`src/sv/fbpa_pkg.sv`:
```
package fbpa_pkg;

   localparam int KIND_W       = 2;
   localparam int STATUS_W     = 3;
   localparam int REQ_INDEX_W  = 10;
   localparam int USE_W        = 11;
   localparam int COUNT_W      = 32;
   localparam int STRIDE_W     = 17;
   localparam int BASE_W       = 32;
   localparam int BLK_COUNT_W  = 11;
   localparam int BLK_BYTES_W  = 16;
   localparam int ALIGN_W      = 4;
   localparam int CSR_ADDR_W   = 4;
   localparam int CSR_DATA_W   = 32;
   localparam int REQ_TDATA_W  = 16;
   localparam int REQ_TUSER_W  = 2;
   localparam int RSP_TDATA_W  = 176;
   localparam int RSP_TUSER_W  = 3;

   // request kinds
   localparam logic [KIND_W-1:0] KIND_ALLOC  = 2'd0;
   localparam logic [KIND_W-1:0] KIND_FREE   = 2'd1;
   localparam logic [KIND_W-1:0] KIND_REINIT = 2'd2;

   // result status codes
   localparam logic [STATUS_W-1:0] STAT_OK          = 3'd0;
   localparam logic [STATUS_W-1:0] STAT_EXHAUSTED   = 3'd1;
   localparam logic [STATUS_W-1:0] STAT_NULL_FREE   = 3'd2;
   localparam logic [STATUS_W-1:0] STAT_BAD_INDEX   = 3'd3;
   localparam logic [STATUS_W-1:0] STAT_NONE_IN_USE = 3'd4;

   // register indexes, taken from paddr[3:2]
   localparam logic [1:0] CSR_BASE_ADDRESS = 2'd0;
   localparam logic [1:0] CSR_BLOCK_COUNT  = 2'd1;
   localparam logic [1:0] CSR_BLOCK_BYTES  = 2'd2;
   localparam logic [1:0] CSR_ALIGN_LOG2   = 2'd3;

   localparam logic [USE_W-1:0]   USE_MAX   = 11'd2047;
   localparam logic [COUNT_W-1:0] COUNT_MAX = 32'hFFFF_FFFF;

   typedef enum logic [1:0] {
      ST_IDLE,
      ST_EXEC,
      ST_MUL,
      ST_FIN
   } state_type;

   typedef struct packed {
      logic accept;
      logic exec;
      logic mul;
      logic load;
   } cmd_type;

endpackage

```
`src/sv/fbpa_ctrl.sv`:
```
module fbpa_ctrl
   import fbpa_pkg::*;
(
   input  logic    clock,
   input  logic    reset,
   input  logic    req_tvalid,
   output logic    req_tready,
   output logic    rsp_tvalid,
   input  logic    rsp_tready,
   output cmd_type cmd
);

   state_type state_ff, state_in;
   logic      out_valid_ff, out_valid_in;

   always_comb begin
      state_in = state_ff;
      case (state_ff)
         ST_IDLE: begin
            if (req_tvalid) state_in = ST_EXEC;
         end
         ST_EXEC: state_in = ST_MUL;
         ST_MUL:  state_in = ST_FIN;
         ST_FIN: begin
            // leave only once the output register can take the result
            if (!out_valid_ff || rsp_tready) state_in = ST_IDLE;
         end
         default: state_in = ST_IDLE;
      endcase
   end

   always_comb begin
      cmd        = '0;
      req_tready = 1'b0;
      case (state_ff)
         ST_IDLE: begin
            req_tready = 1'b1;
            cmd.accept = req_tvalid;
         end
         ST_EXEC: cmd.exec = 1'b1;
         ST_MUL:  cmd.mul  = 1'b1;
         ST_FIN:  cmd.load = !out_valid_ff || rsp_tready;
         default: cmd = '0;
      endcase
   end

   always_comb begin
      out_valid_in = out_valid_ff;
      if (cmd.load) out_valid_in = 1'b1;
      else if (rsp_tready) out_valid_in = 1'b0;
   end

   always_ff @(posedge clock) begin
      if (reset) begin
         state_ff     <= ST_IDLE;
         out_valid_ff <= 1'b0;
      end else begin
         state_ff     <= state_in;
         out_valid_ff <= out_valid_in;
      end
   end

   assign rsp_tvalid = out_valid_ff;

   a_accept_then_exec: assert property (@(posedge clock) disable iff (reset)
      cmd.accept |=> cmd.exec)
      else $error("accepted request not executed next cycle");

   a_exec_then_mul: assert property (@(posedge clock) disable iff (reset)
      cmd.exec |=> cmd.mul)
      else $error("execute not followed by multiply");

   a_load_shows_valid: assert property (@(posedge clock) disable iff (reset)
      cmd.load |=> rsp_tvalid)
      else $error("loaded result not presented");

endmodule

```
`config.mk`:
```
export PLATFORM = sky130hd
export DESIGN_NAME = fbpa_ctrl
export DESIGN_NICKNAME = d
export VERILOG_FILES = /design/src/sv/fbpa_pkg.sv /design/src/sv/fbpa_ctrl.sv
export SDC_FILE = /design/constraint.sdc
export NUM_CORES = 1
export LEC_CHECK = 0
export ABC_CLOCK_PERIOD_IN_PS = 1600
export BUFFER_PORTS_ARGS = -buffer_cell sky130_fd_sc_hd__buf_2
export CAP_MARGIN = 40
export CORE_AREA = 2 2 39 41
export DETAILED_ROUTE_END_ITERATION = 8
export DIE_AREA = 0 0 41 43
export GPL_TIMING_DRIVEN = 0
export SYNTH_ARGS = -nofsm -noshare
export SYNTH_HDL_FRONTEND = slang
export SYNTH_SLANG_ARGS = --single-unit
export TNS_END_PERCENT = 1
```
`constraint.sdc`:
```
create_clock -name clock -period 1.6 [get_ports clock]
set_clock_uncertainty 0.1 [all_clocks]
set_input_delay 0.08 -clock clock [delete_from_list [all_inputs] [get_ports clock]]
set_output_delay 0.08 -clock clock [all_outputs]
set_load 0.02 [all_outputs]
```
## Word-level counts from Yosys, hierarchy flattened

Index checks and enable logic that the tools add are counted.

- Logic and storage cells: 22
- Input bits: 4
- Register bits: 3
- Output and inout port bits: 6

- Mux-type cells: 10
- Eq/ne operators: 5
- Reductions and logical operators: 5

Operators with widths:

| kind | number |
|---|---|
| 2-bit one-hot mux with 4 select lines | 1 |
| 1-bit 2-to-1 mux | 7 |
| 2-bit equality test (second input constant) | 2 |
| 2-bit 2-to-1 mux | 2 |
| 2-bit != test (second input constant) | 2 |
| 2-bit by 1-bit equality test with 1-bit output (second input constant) | 1 |
| 2-bit logical NOT | 1 |
| 2-bit AND reduction | 1 |
| 2-bit nonzero test | 1 |
| 1-bit logical NOT | 1 |
| 1-bit logical OR | 1 |

## Longest topological paths before layout

Gate-level depths: netlist (run 1).

- Depth in word-level cells: 4
- Mapped depth: 5
- Gate-level depth less buffers: 5

## Least setup slack after synthesis (run 1)

OpenSTA, ideal clock, no wires.

- Path kind: flip-flop to flip-flop
- Start point: reg state_ff[0]
- End point: reg state_ff[1]
- Stages on the path, launching flop included: 6
- Required time: 1.428 ns
- Arrival time: 1.150 ns
- Library setup time: 0.072 ns
- Setup slack: 0.278 ns
- Path through: dfxtp_1 inv_1 ha_1 inv_1 o21ai_2 mux2i_1

- Longest elaborated chain between the ends: 3
- Elaborated cells between the ends (all ways): 8
- Those cells by class: eq/ne (5); mux (1); reduce/logical (2)

Ends and longest elaborated chain:

| element | line | text |
|---|---|---|
| start: declaration | fbpa_ctrl.sv:13 | `state_type state_ff, state_in;` |
| start signal: assignment | fbpa_ctrl.sv:58 | `state_ff <= state_in;` |
| 2-bit equality test / 2-bit logical NOT (equally long branches) | fbpa_ctrl.sv:18 | `case (state_ff)` |
| 2-bit != test (no line) | -- |  |
| 2-bit AND reduction (no line) | -- |  |

Parallel ways exist; a longest one is shown, timed or not.
A chain may end at the register's enable or synchronous reset.

==> results of run 1 <==
-- timing repair --
item,4_1_cts,5_1_grt
setup endpoints to repair,0,0
endpoints found under the hold margin,2,0
hold buffers,1,0
-- layer usage --
metal	routed length [µm]	vias to the layer above	part of all wire [%]	global-route usage (%)
met5	0	-	0	0
met4	0	0	0	4.000
met3	40	0	10	3.141
met2	203	6	52	8.750
met1	149	75	38	5.769
li1	-	104	-	-
-- worst min-delay path, stage by stage --
cell      delay, ns
buf_2          0.08
nand3b_4       0.13
a221oi_2       0.05
-- power groups by stage --
stage	Sequential (W)	Combinational [W]	Clock, W
finish	0.000128	0.000320	0.000126
global placement	0.000131	0.000318	0
floorplan	0.000129	0.000249	0
detailed placement	0.000130	0.000325	0
global route	0.000135	0.000370	0.000140
CTS	0.000129	0.000328	0.000134
-- cells in the mapped netlist, drive strengths merged --
cell type / n / share of area [%]
nand2b: 2 / 5.5
nand3b: 1 / 8.8
a221oi: 1 / 6.6
nor2: 3 / 4.9
dfxtp: 3 / 26
buf: 1 / 3.3
ha: 4 / 22
and2b: 1 / 3.8
mux2i: 1 / 4.4
nor2b: 1 / 2.7
o21ai: 1 / 3.8
inv: 3 / 4.9
and2: 1 / 2.7
-- cell type report --
cell class | count | area, µm² | share of cell area [%]
Buffer | 1 | 7.507 | 2.281
Inverter | 3 | 11.26 | 3.422
Multi-Input combinational cell | 16 | 148.9 | 45.25
Clock buffer | 4 | 26.28 | 7.985
Tap cell | 16 | 20.02 | 6.084
Sequential cell | 3 | 60.06 | 18.25
Timing Repair Buffer | 10 | 55.05 | 16.73
-- metrics by stage --
step	setup slack (ns)	area [µm²]	total power, W
2_1_floorplan	0.2781	227.7	0.0003787
4_1_cts	0.1664	329.1	0.0005916
5_1_grt	0.08694	329.1	0.0006446
6_report	0.1918	329.1	0.0005744
3_3_place_gp	0.3297	292.8	0.0004487
3_5_place_dp	0.3090	292.8	0.0004556
-- path summary, 6_finish.rpt --
kind / from / endpoint / cells past startpoint
worst max-delay path: state_ff[1] / cmd[0] / 4
worst min-delay path: rsp_tready / state_ff[0] / 3
worst min register to register: state_ff[1] / state_ff[1] / 2
worst max register to register: state_ff[0] / state_ff[1] / 5
-- registers in the layout (all words and copies together), names as in the netlist --
name and count:
state_ff 2, rsp_tvalid 1
-- cells by family (layout without fill, tap and decap cells) --
kind of cell,after synthesis,count (layout),synth area share [%]
fa+ha+maj,4,4,21.98
compound gates,2,2,10.44
mux,1,1,4.396
flops,3,3,26.37
buf+inv,4,18,8.243
simple gates,9,9,28.57
==> flow_metrics.py, run 1 <==
metrics = {
    "outcome": {
        "outcome": "complete, no violations",
    },
    "clock_tree": {
        "cts_made_buffers": 3,
        "cts_resized": 0,
        "cts-root-buf": "clkbuf_4",
        "cts_max_path_buffers": 2,
        "cts.sinks": 3,
        "clk_latency_ns": 0.22,
        "cts_setup_buffers": 0,
        "path_clk_slew_ns": 0.03,
        "cts_max_level": 1,
        "cts_tree": "yes",
    },
    "sta": {
        "fin_crit_ns": 1.408,
        "period_share_pct": 88.01,
        "finalMaxSlewViolations": 0,
        "finalSetupViolCount": 0,
        "final.setup.tns_ns": 0,
        "rsz0062_at_grt": "no",
        "hold_viol_final": 0,
        "whs_ns": 0.07490,
        "worstMarginPinSlew_ns": 0.1809,
        "slew_headroom_pct": 87.94,
        "max_freq_mhz": 710.1,
    },
    "final_layout": {
        "layout_commonest_cell": "buf_2",
        "final_cell_mix": "9 x buf_2, 4 x ha_1",
        "area_growth_pct": 44.51,
        "drive_gt1_share_pct": 45.95,
        "utilization_pct": 23.78,
        "final_nets": 46,
        "final_cells": 53,
        "fill_cells": 165,
        "n_antenna_cell": 0,
    },
    "run": {
        "maxCapViolCount": 0,
    },
    "die": {
        "initial_utilization_pct": 16.46,
        "dieArea_mm2": 0.001763,
        "die_y_um": 43,
        "num_rows": 14,
        "core_mm2": 0.001384,
        "die_x_um": 41,
        "num_io_pins": 10,
    },
    "setup_path": {
        "critPathMaxStageDelay_ns": 0.36,
        "r2r_slack_ns": 0.32,
        "critPathKind": "register to output port",
        "worst-path-buf-inv": 2,
        "critical_path_required_ns": 1.42,
        "cp-start-kind": "register",
        "cp_max_fo": 4,
        "cp-end-kind": "output port",
        "cpLargestDelayFamily": "flip-flops",
        "cp_cell_sequence": "ha_1, nor2b_1, buf_4, buf_2",
        "crit_slowest_cell": "dfxtp_1",
        "arrival_ns": 1.23,
    },
    "power": {
        "intPower_w": 0.0003243,
        "switching_share_pct": 43.54,
        "ir_drop_mv": 0.4299,
        "seqPwrFrac_pct": 22.4,
        "power_switching_w": 0.0002501,
        "clock_power_share_pct": 22.0,
        "pwr_density_cell_mw_per_mm2": 1745,
        "power_frac_comb_pct": 55.7,
        "p_leak_nw": 0.1983,
    },
    "logic_synthesis": {
        "syn-num-nets": 31,
        "synth-warning-count": 0,
        "syn_inst": 23,
        "ys_seq_elements": 3,
        "ys_seq_area_share_pct": 26.37,
        "avgSynthCellArea_um2": 9.901,
        "ys_types": 13,
        "syn-cell-area_um2": 227.7,
    },
    "detailed_routing": {
        "routedWlPerCell_um": 7.415,
        "ant_nets": 0,
        "drc_errors": 0,
        "vias_per_cell": 3.491,
        "drt-initial-drc-count": 0,
        "drt_wl_total_um": 393,
        "route.vias.total": 185,
        "dr.pass1.iters": 1,
    },
    "placement": {
        "io_buffers": 9,
        "dp_cells": 48,
        "place_congestion": 0.6853,
        "hpwlAfterDp_um": 351.5,
    },
    "worst_hold_path": {
        "hp-class": "input pin to register",
    },
    "global_routing": {
        "grt_max_degree": 5,
        "track_usage_pct": 5.817,
        "grt_antenna_before_repair": 0,
        "grt_pass1_vias": 197,
        "grt_first_pass_wirelength_um": 669,
        "overflow": 0,
    },
}
(Power assumes the default switching activity.)
==> run 2: changes to the inputs <==
- BUFFER_PORTS_ARGS: -buffer_cell sky130_fd_sc_hd__buf_2 -> default
- DONT_BUFFER_PORTS: default -> 1
==> run 2 against run 1 <==
Cell count shrank 13%. Non-clock buffer count decreased by 7. Combinational power shrank 13%. Fmax fell by 4.6%. Global-route usage up 1.0 points. Sequential cell count did not move. Worst setup slack got worse by 0.068 ns. Largest power group unchanged.
==> flow_metrics.py, run 2 (synthesis results as in run 1) <==
metrics = {
    "outcome": {
        "outcome": "complete, no violations",
    },
    "sta": {
        "finalMaxSlewViolations": 0,
        "max_freq_mhz": 677.5,
        "worstMarginPinSlew_ns": 0.3229,
        "slew_headroom_pct": 78.44,
        "rsz0062_at_grt": "no",
        "finalSetupViolCount": 0,
        "setup_ws_ns": 0.1239,
        "hold_viol_final": 0,
        "final.setup.tns_ns": 0,
        "whs_ns": 0.08839,
        "period_share_pct": 92.26,
        "fin_crit_ns": 1.476,
    },
    "placement": {
        "dp_cells": 39,
        "place_congestion": 0.6573,
        "hpwlAfterDp_um": 334.4,
        "post-place-ws_ns": 0.1442,
        "dpl_cell_area_um2": 247.7,
        "io_buffers": 0,
    },
    "clock_tree": {
        "path_clk_slew_ns": 0.04,
        "cts_setup_buffers": 0,
        "cts_max_level": 1,
        "holdBufCountCts": 3,
        "cts_tree": "yes",
        "cts-root-buf": "clkbuf_4",
        "cts.sinks": 3,
        "clk_latency_ns": 0.23,
        "cts_max_path_buffers": 2,
        "cts_made_buffers": 3,
        "cts_resized": 0,
    },
    "final_layout": {
        "largest_register": "state_ff",
        "area_growth_pct": 33.52,
        "final_cell_area_um2": 304.0,
        "n_antenna_cell": 0,
        "largest_reg_flops": 2,
        "final_cells": 46,
        "drive_gt1_share_pct": 26.67,
        "layout_commonest_cell": "ha_1",
        "final_nets": 39,
    },
    "power": {
        "intPower_w": 0.0002999,
        "clock_power_share_pct": 24.3,
        "switching_share_pct": 45.01,
        "seqPwrFrac_pct": 24.8,
        "power_frac_comb_pct": 50.9,
        "p_leak_nw": 0.1657,
        "ir_drop_mv": 0.5218,
        "pwr_density_cell_mw_per_mm2": 1794,
        "power_switching_w": 0.0002454,
    },
    "global_routing": {
        "grt_max_degree": 5,
        "grt_first_pass_wirelength_um": 717,
        "track_usage_pct": 6.827,
        "grt_pass1_vias": 174,
        "overflow": 0,
        "grt_antenna_before_repair": 0,
    },
    "setup_path": {
        "r2r_cells": 5,
        "arrival_ns": 1.30,
        "cp-end-kind": "output port",
        "cp_max_fo": 4,
        "critPathKind": "register to output port",
        "critical_path_required_ns": 1.42,
        "cp-start-kind": "register",
    },
    "die": {
        "dieArea_mm2": 0.001763,
        "die_x_um": 41,
        "initial_utilization_pct": 16.46,
        "num_rows": 14,
        "core_mm2": 0.001384,
        "num_io_pins": 10,
        "die_y_um": 43,
    },
    "detailed_routing": {
        "drc_errors": 0,
        "dr.pass1.iters": 2,
        "route.vias.total": 165,
        "ant_nets": 0,
        "drt-initial-drc-count": 1,
        "drt_wl_total_um": 414,
        "routedWlPerCell_um": 9.000,
        "vias_per_cell": 3.587,
    },
    "worst_hold_path": {
        "hold_depth": 3,
        "hp-class": "input pin to register",
    },
    "run": {
        "maxCapViolCount": 0,
    },
}
run 2: changes by cell type in the layout (fill, tap and decap cells not counted):
cell           delta
dlygate4sd3_1     +2
buf_2             -9
run 2: area by class of cell:
cell class | instances | area (µm²)
Buffer | 1 | 7.507
Fill cell | 165 | 1080
Tap cell | 16 | 20.02
Multi-Input combinational cell | 16 | 148.9
Inverter | 3 | 11.26
Timing Repair Buffer | 3 | 30.03
Sequential cell | 3 | 60.06
Clock buffer | 4 | 26.28
run 2: routing by layer:
metal / wire, µm / up-vias / track usage [%] / share of wire (%)
met2: 195 / 6 / 7.187 / 47
met5: 0 / - / 0 / 0
met4: 0 / 0 / 6.000 / 0
met3: 46 / 0 / 6.283 / 11
li1: - / 87 / - / -
met1: 173 / 72 / 7.717 / 42
run 2: critical path, cell delays in order, from the launching register on:
cell	delay, ns
dfxtp_1	0.32
inv_1	0.11
ha_1	0.33
and2_1	0.30
run 2: power groups by stage:
stage                     Clock [W]  Combinational (W)  Sequential, W
final                      0.000132           0.000278       0.000135
after CTS                  0.000141           0.000285       0.000137
after global placement            0           0.000275       0.000136
after global routing       0.000147           0.000310       0.000142
after floorplan                   0           0.000249       0.000129
after detailed placement          0           0.000277       0.000138
run 2: final timing paths:
path                                  start           to  slack, ns
worst max register to register  state_ff[0]  state_ff[1]       0.16
worst min-delay path             rsp_tready   rsp_tvalid       0.09
worst min register to register  state_ff[1]  state_ff[1]       0.44
worst max-delay path            state_ff[0]       cmd[3]       0.12
run 2: stage by stage:
stage	util (%)	power, W
floorplan	-	0.0003787
global placement	17.90	0.0004109
detailed placement	17.90	0.0004152
CTS	21.97	0.0005627
global route	21.97	0.0005993
finish	21.97	0.0005454
==> run 3: changes to the inputs <==
- BUFFER_PORTS_ARGS: default -> -buffer_cell sky130_fd_sc_hd__buf_2
- DONT_BUFFER_PORTS: 1 -> default
- HOLD_SLACK_MARGIN: default -> 0.12
==> run 3 against run 2 <==
Sequential share of layout area decreased by 2.5 points. Sequential power decreased by 5%. Fmax increased by 1.9%. Clock-buffer cell count unchanged. Global-route usage decreased by 1.0 points. Power increased by 6.0%. Worst hold slack improved by 0.34 ns. Worst setup slack improved by 0.028 ns. Core utilization increased by 3.3 points. Cell count increased by 20%. Critical path depth increased by 3. Combinational power increased by 17%. Highest routed layer unchanged.
==> flow_metrics.py, run 3 (synthesis results as in run 1) <==
metrics = {
    "outcome": {
        "outcome": "complete, no violations",
    },
    "final_layout": {
        "n_antenna_cell": 0,
        "largest_register": "state_ff",
        "largest_reg_flops": 2,
        "drive_gt1_share_pct": 43.59,
        "final_nets": 48,
        "final_cell_mix": "9 x buf_2, 4 x ha_1",
        "layout_commonest_cell": "buf_2",
        "final_cells": 55,
        "area_growth_pct": 53.30,
    },
    "setup_path": {
        "cp-end-kind": "output port",
        "critical_path_required_ns": 1.42,
        "arrival_ns": 1.27,
        "cp-start-kind": "input pin",
        "r2r_cells": 5,
        "cp_max_fo": 2,
        "r2r_slack_ns": 0.32,
        "critPathKind": "input pin to output port",
    },
    "detailed_routing": {
        "routedWlPerCell_um": 7.273,
        "vias_per_cell": 3.473,
        "ant_nets": 0,
        "drt-initial-drc-count": 0,
        "dr.pass1.iters": 1,
        "drt_wl_total_um": 400,
        "drc_errors": 0,
        "route.vias.total": 191,
    },
    "sta": {
        "worstMarginPinSlew_ns": 0.1809,
        "finalMaxSlewViolations": 0,
        "whs_ns": 0.4236,
        "slew_headroom_pct": 87.94,
        "finalSetupViolCount": 0,
        "max_freq_mhz": 690.4,
        "period_share_pct": 90.53,
        "fin_crit_ns": 1.448,
        "hold_viol_final": 0,
        "rsz0062_at_grt": "no",
        "final.setup.tns_ns": 0,
    },
    "clock_tree": {
        "cts_max_path_buffers": 2,
        "cts_setup_buffers": 0,
        "cts_tree": "yes",
        "path_clk_slew_ns": 0.03,
        "cts_made_buffers": 3,
        "cts-root-buf": "clkbuf_4",
        "cts_resized": 0,
        "cts_max_level": 1,
        "clk_latency_ns": 0.22,
        "cts.sinks": 3,
    },
    "global_routing": {
        "overflow": 0,
        "grt_pass1_vias": 199,
        "track_usage_pct": 5.817,
        "grt_antenna_before_repair": 0,
        "grt_max_degree": 5,
        "grt_first_pass_wirelength_um": 669,
    },
    "worst_hold_path": {
        "hp-class": "register to register",
        "hold_depth": 2,
    },
    "die": {
        "num_rows": 14,
        "core_mm2": 0.001384,
        "dieArea_mm2": 0.001763,
        "initial_utilization_pct": 16.46,
        "num_io_pins": 10,
        "die_y_um": 43,
        "die_x_um": 41,
    },
    "placement": {
        "dp_cells": 48,
        "io_buffers": 9,
        "place_congestion": 0.6853,
        "hpwlAfterDp_um": 351.5,
    },
    "power": {
        "ir_drop_mv": 0.4302,
        "pwr_density_cell_mw_per_mm2": 1657,
        "p_leak_nw": 0.2066,
    },
    "run": {
        "maxCapViolCount": 0,
    },
}
## run 3: cell count changes in the layout (fill, tap and decap cells not counted), sizes merged
cell | previous run | this run
buf | 1 | 10
## run 3: critical path: stages
cell and delay (ns):
dlygate4sd3_1 0.52, buf_2 0.10, and2b_2 0.21, nor2b_1 0.11
buf_4 0.10, buf_2 0.14
## run 3: worst paths after layout
check              startpoint     endpoint
setup / recovery   rsp_tready       cmd[0]
hold / removal    state_ff[1]  state_ff[1]
setup reg to reg  state_ff[0]  state_ff[1]
hold reg to reg   state_ff[1]  state_ff[1]
## run 3: final cells by class
cell class	count	area [µm²]
Buffer	1	7.507
Clock buffer	4	26.28
Fill cell	163	1035
Inverter	3	11.26
Multi-Input combinational cell	16	148.9
Sequential cell	3	60.06
Tap cell	16	20.02
Timing Repair Buffer	12	75.07
## run 3: power breakdown
group | leakage [nW] | total (W) | switching, W | internal, W
Sequential | 0.0246 | 0.000128 | 0.0000253 | 0.000103
Combinational | 0.167 | 0.000324 | 0.000192 | 0.000131
Clock | 0.0150 | 0.000126 | 0.0000331 | 0.0000931
Total | 0.207 | 0.000578 | 0.000251 | 0.000327
## run 3: per-layer routing
| layer | track usage, % | up-vias | routed length (µm) |
|---|---|---|---|
| li1 | - | 108 | - |
| met1 | 5.769 | 77 | 161 |
| met2 | 8.750 | 6 | 201 |
| met3 | 3.141 | 0 | 37 |
| met4 | 4.000 | 0 | 0 |
| met5 | 0 | - | 0 |
## run 3: stage by stage
stage / util [%] / total power [W] / cell area (µm²) / setup WS (ns)
after floorplan: - / 0.0003787 / 227.7 / 0.2781
after global placement: 21.16 / 0.0004487 / 292.8 / 0.3297
after detailed placement: 21.16 / 0.0004556 / 292.8 / 0.3090
after CTS: 25.23 / 0.0005954 / 349.1 / 0.1358
after global routing: 25.23 / 0.0006486 / 349.1 / 0.08694
final: 25.23 / 0.0005783 / 349.1 / 0.1515
## run 3: repair_timing
| action | CTS | global route |
|---|---|---|
| hold buffers | 3 | 0 |
| hold endpoints to repair | 3 | 0 |
| setup endpoints to repair | 0 | 0 |
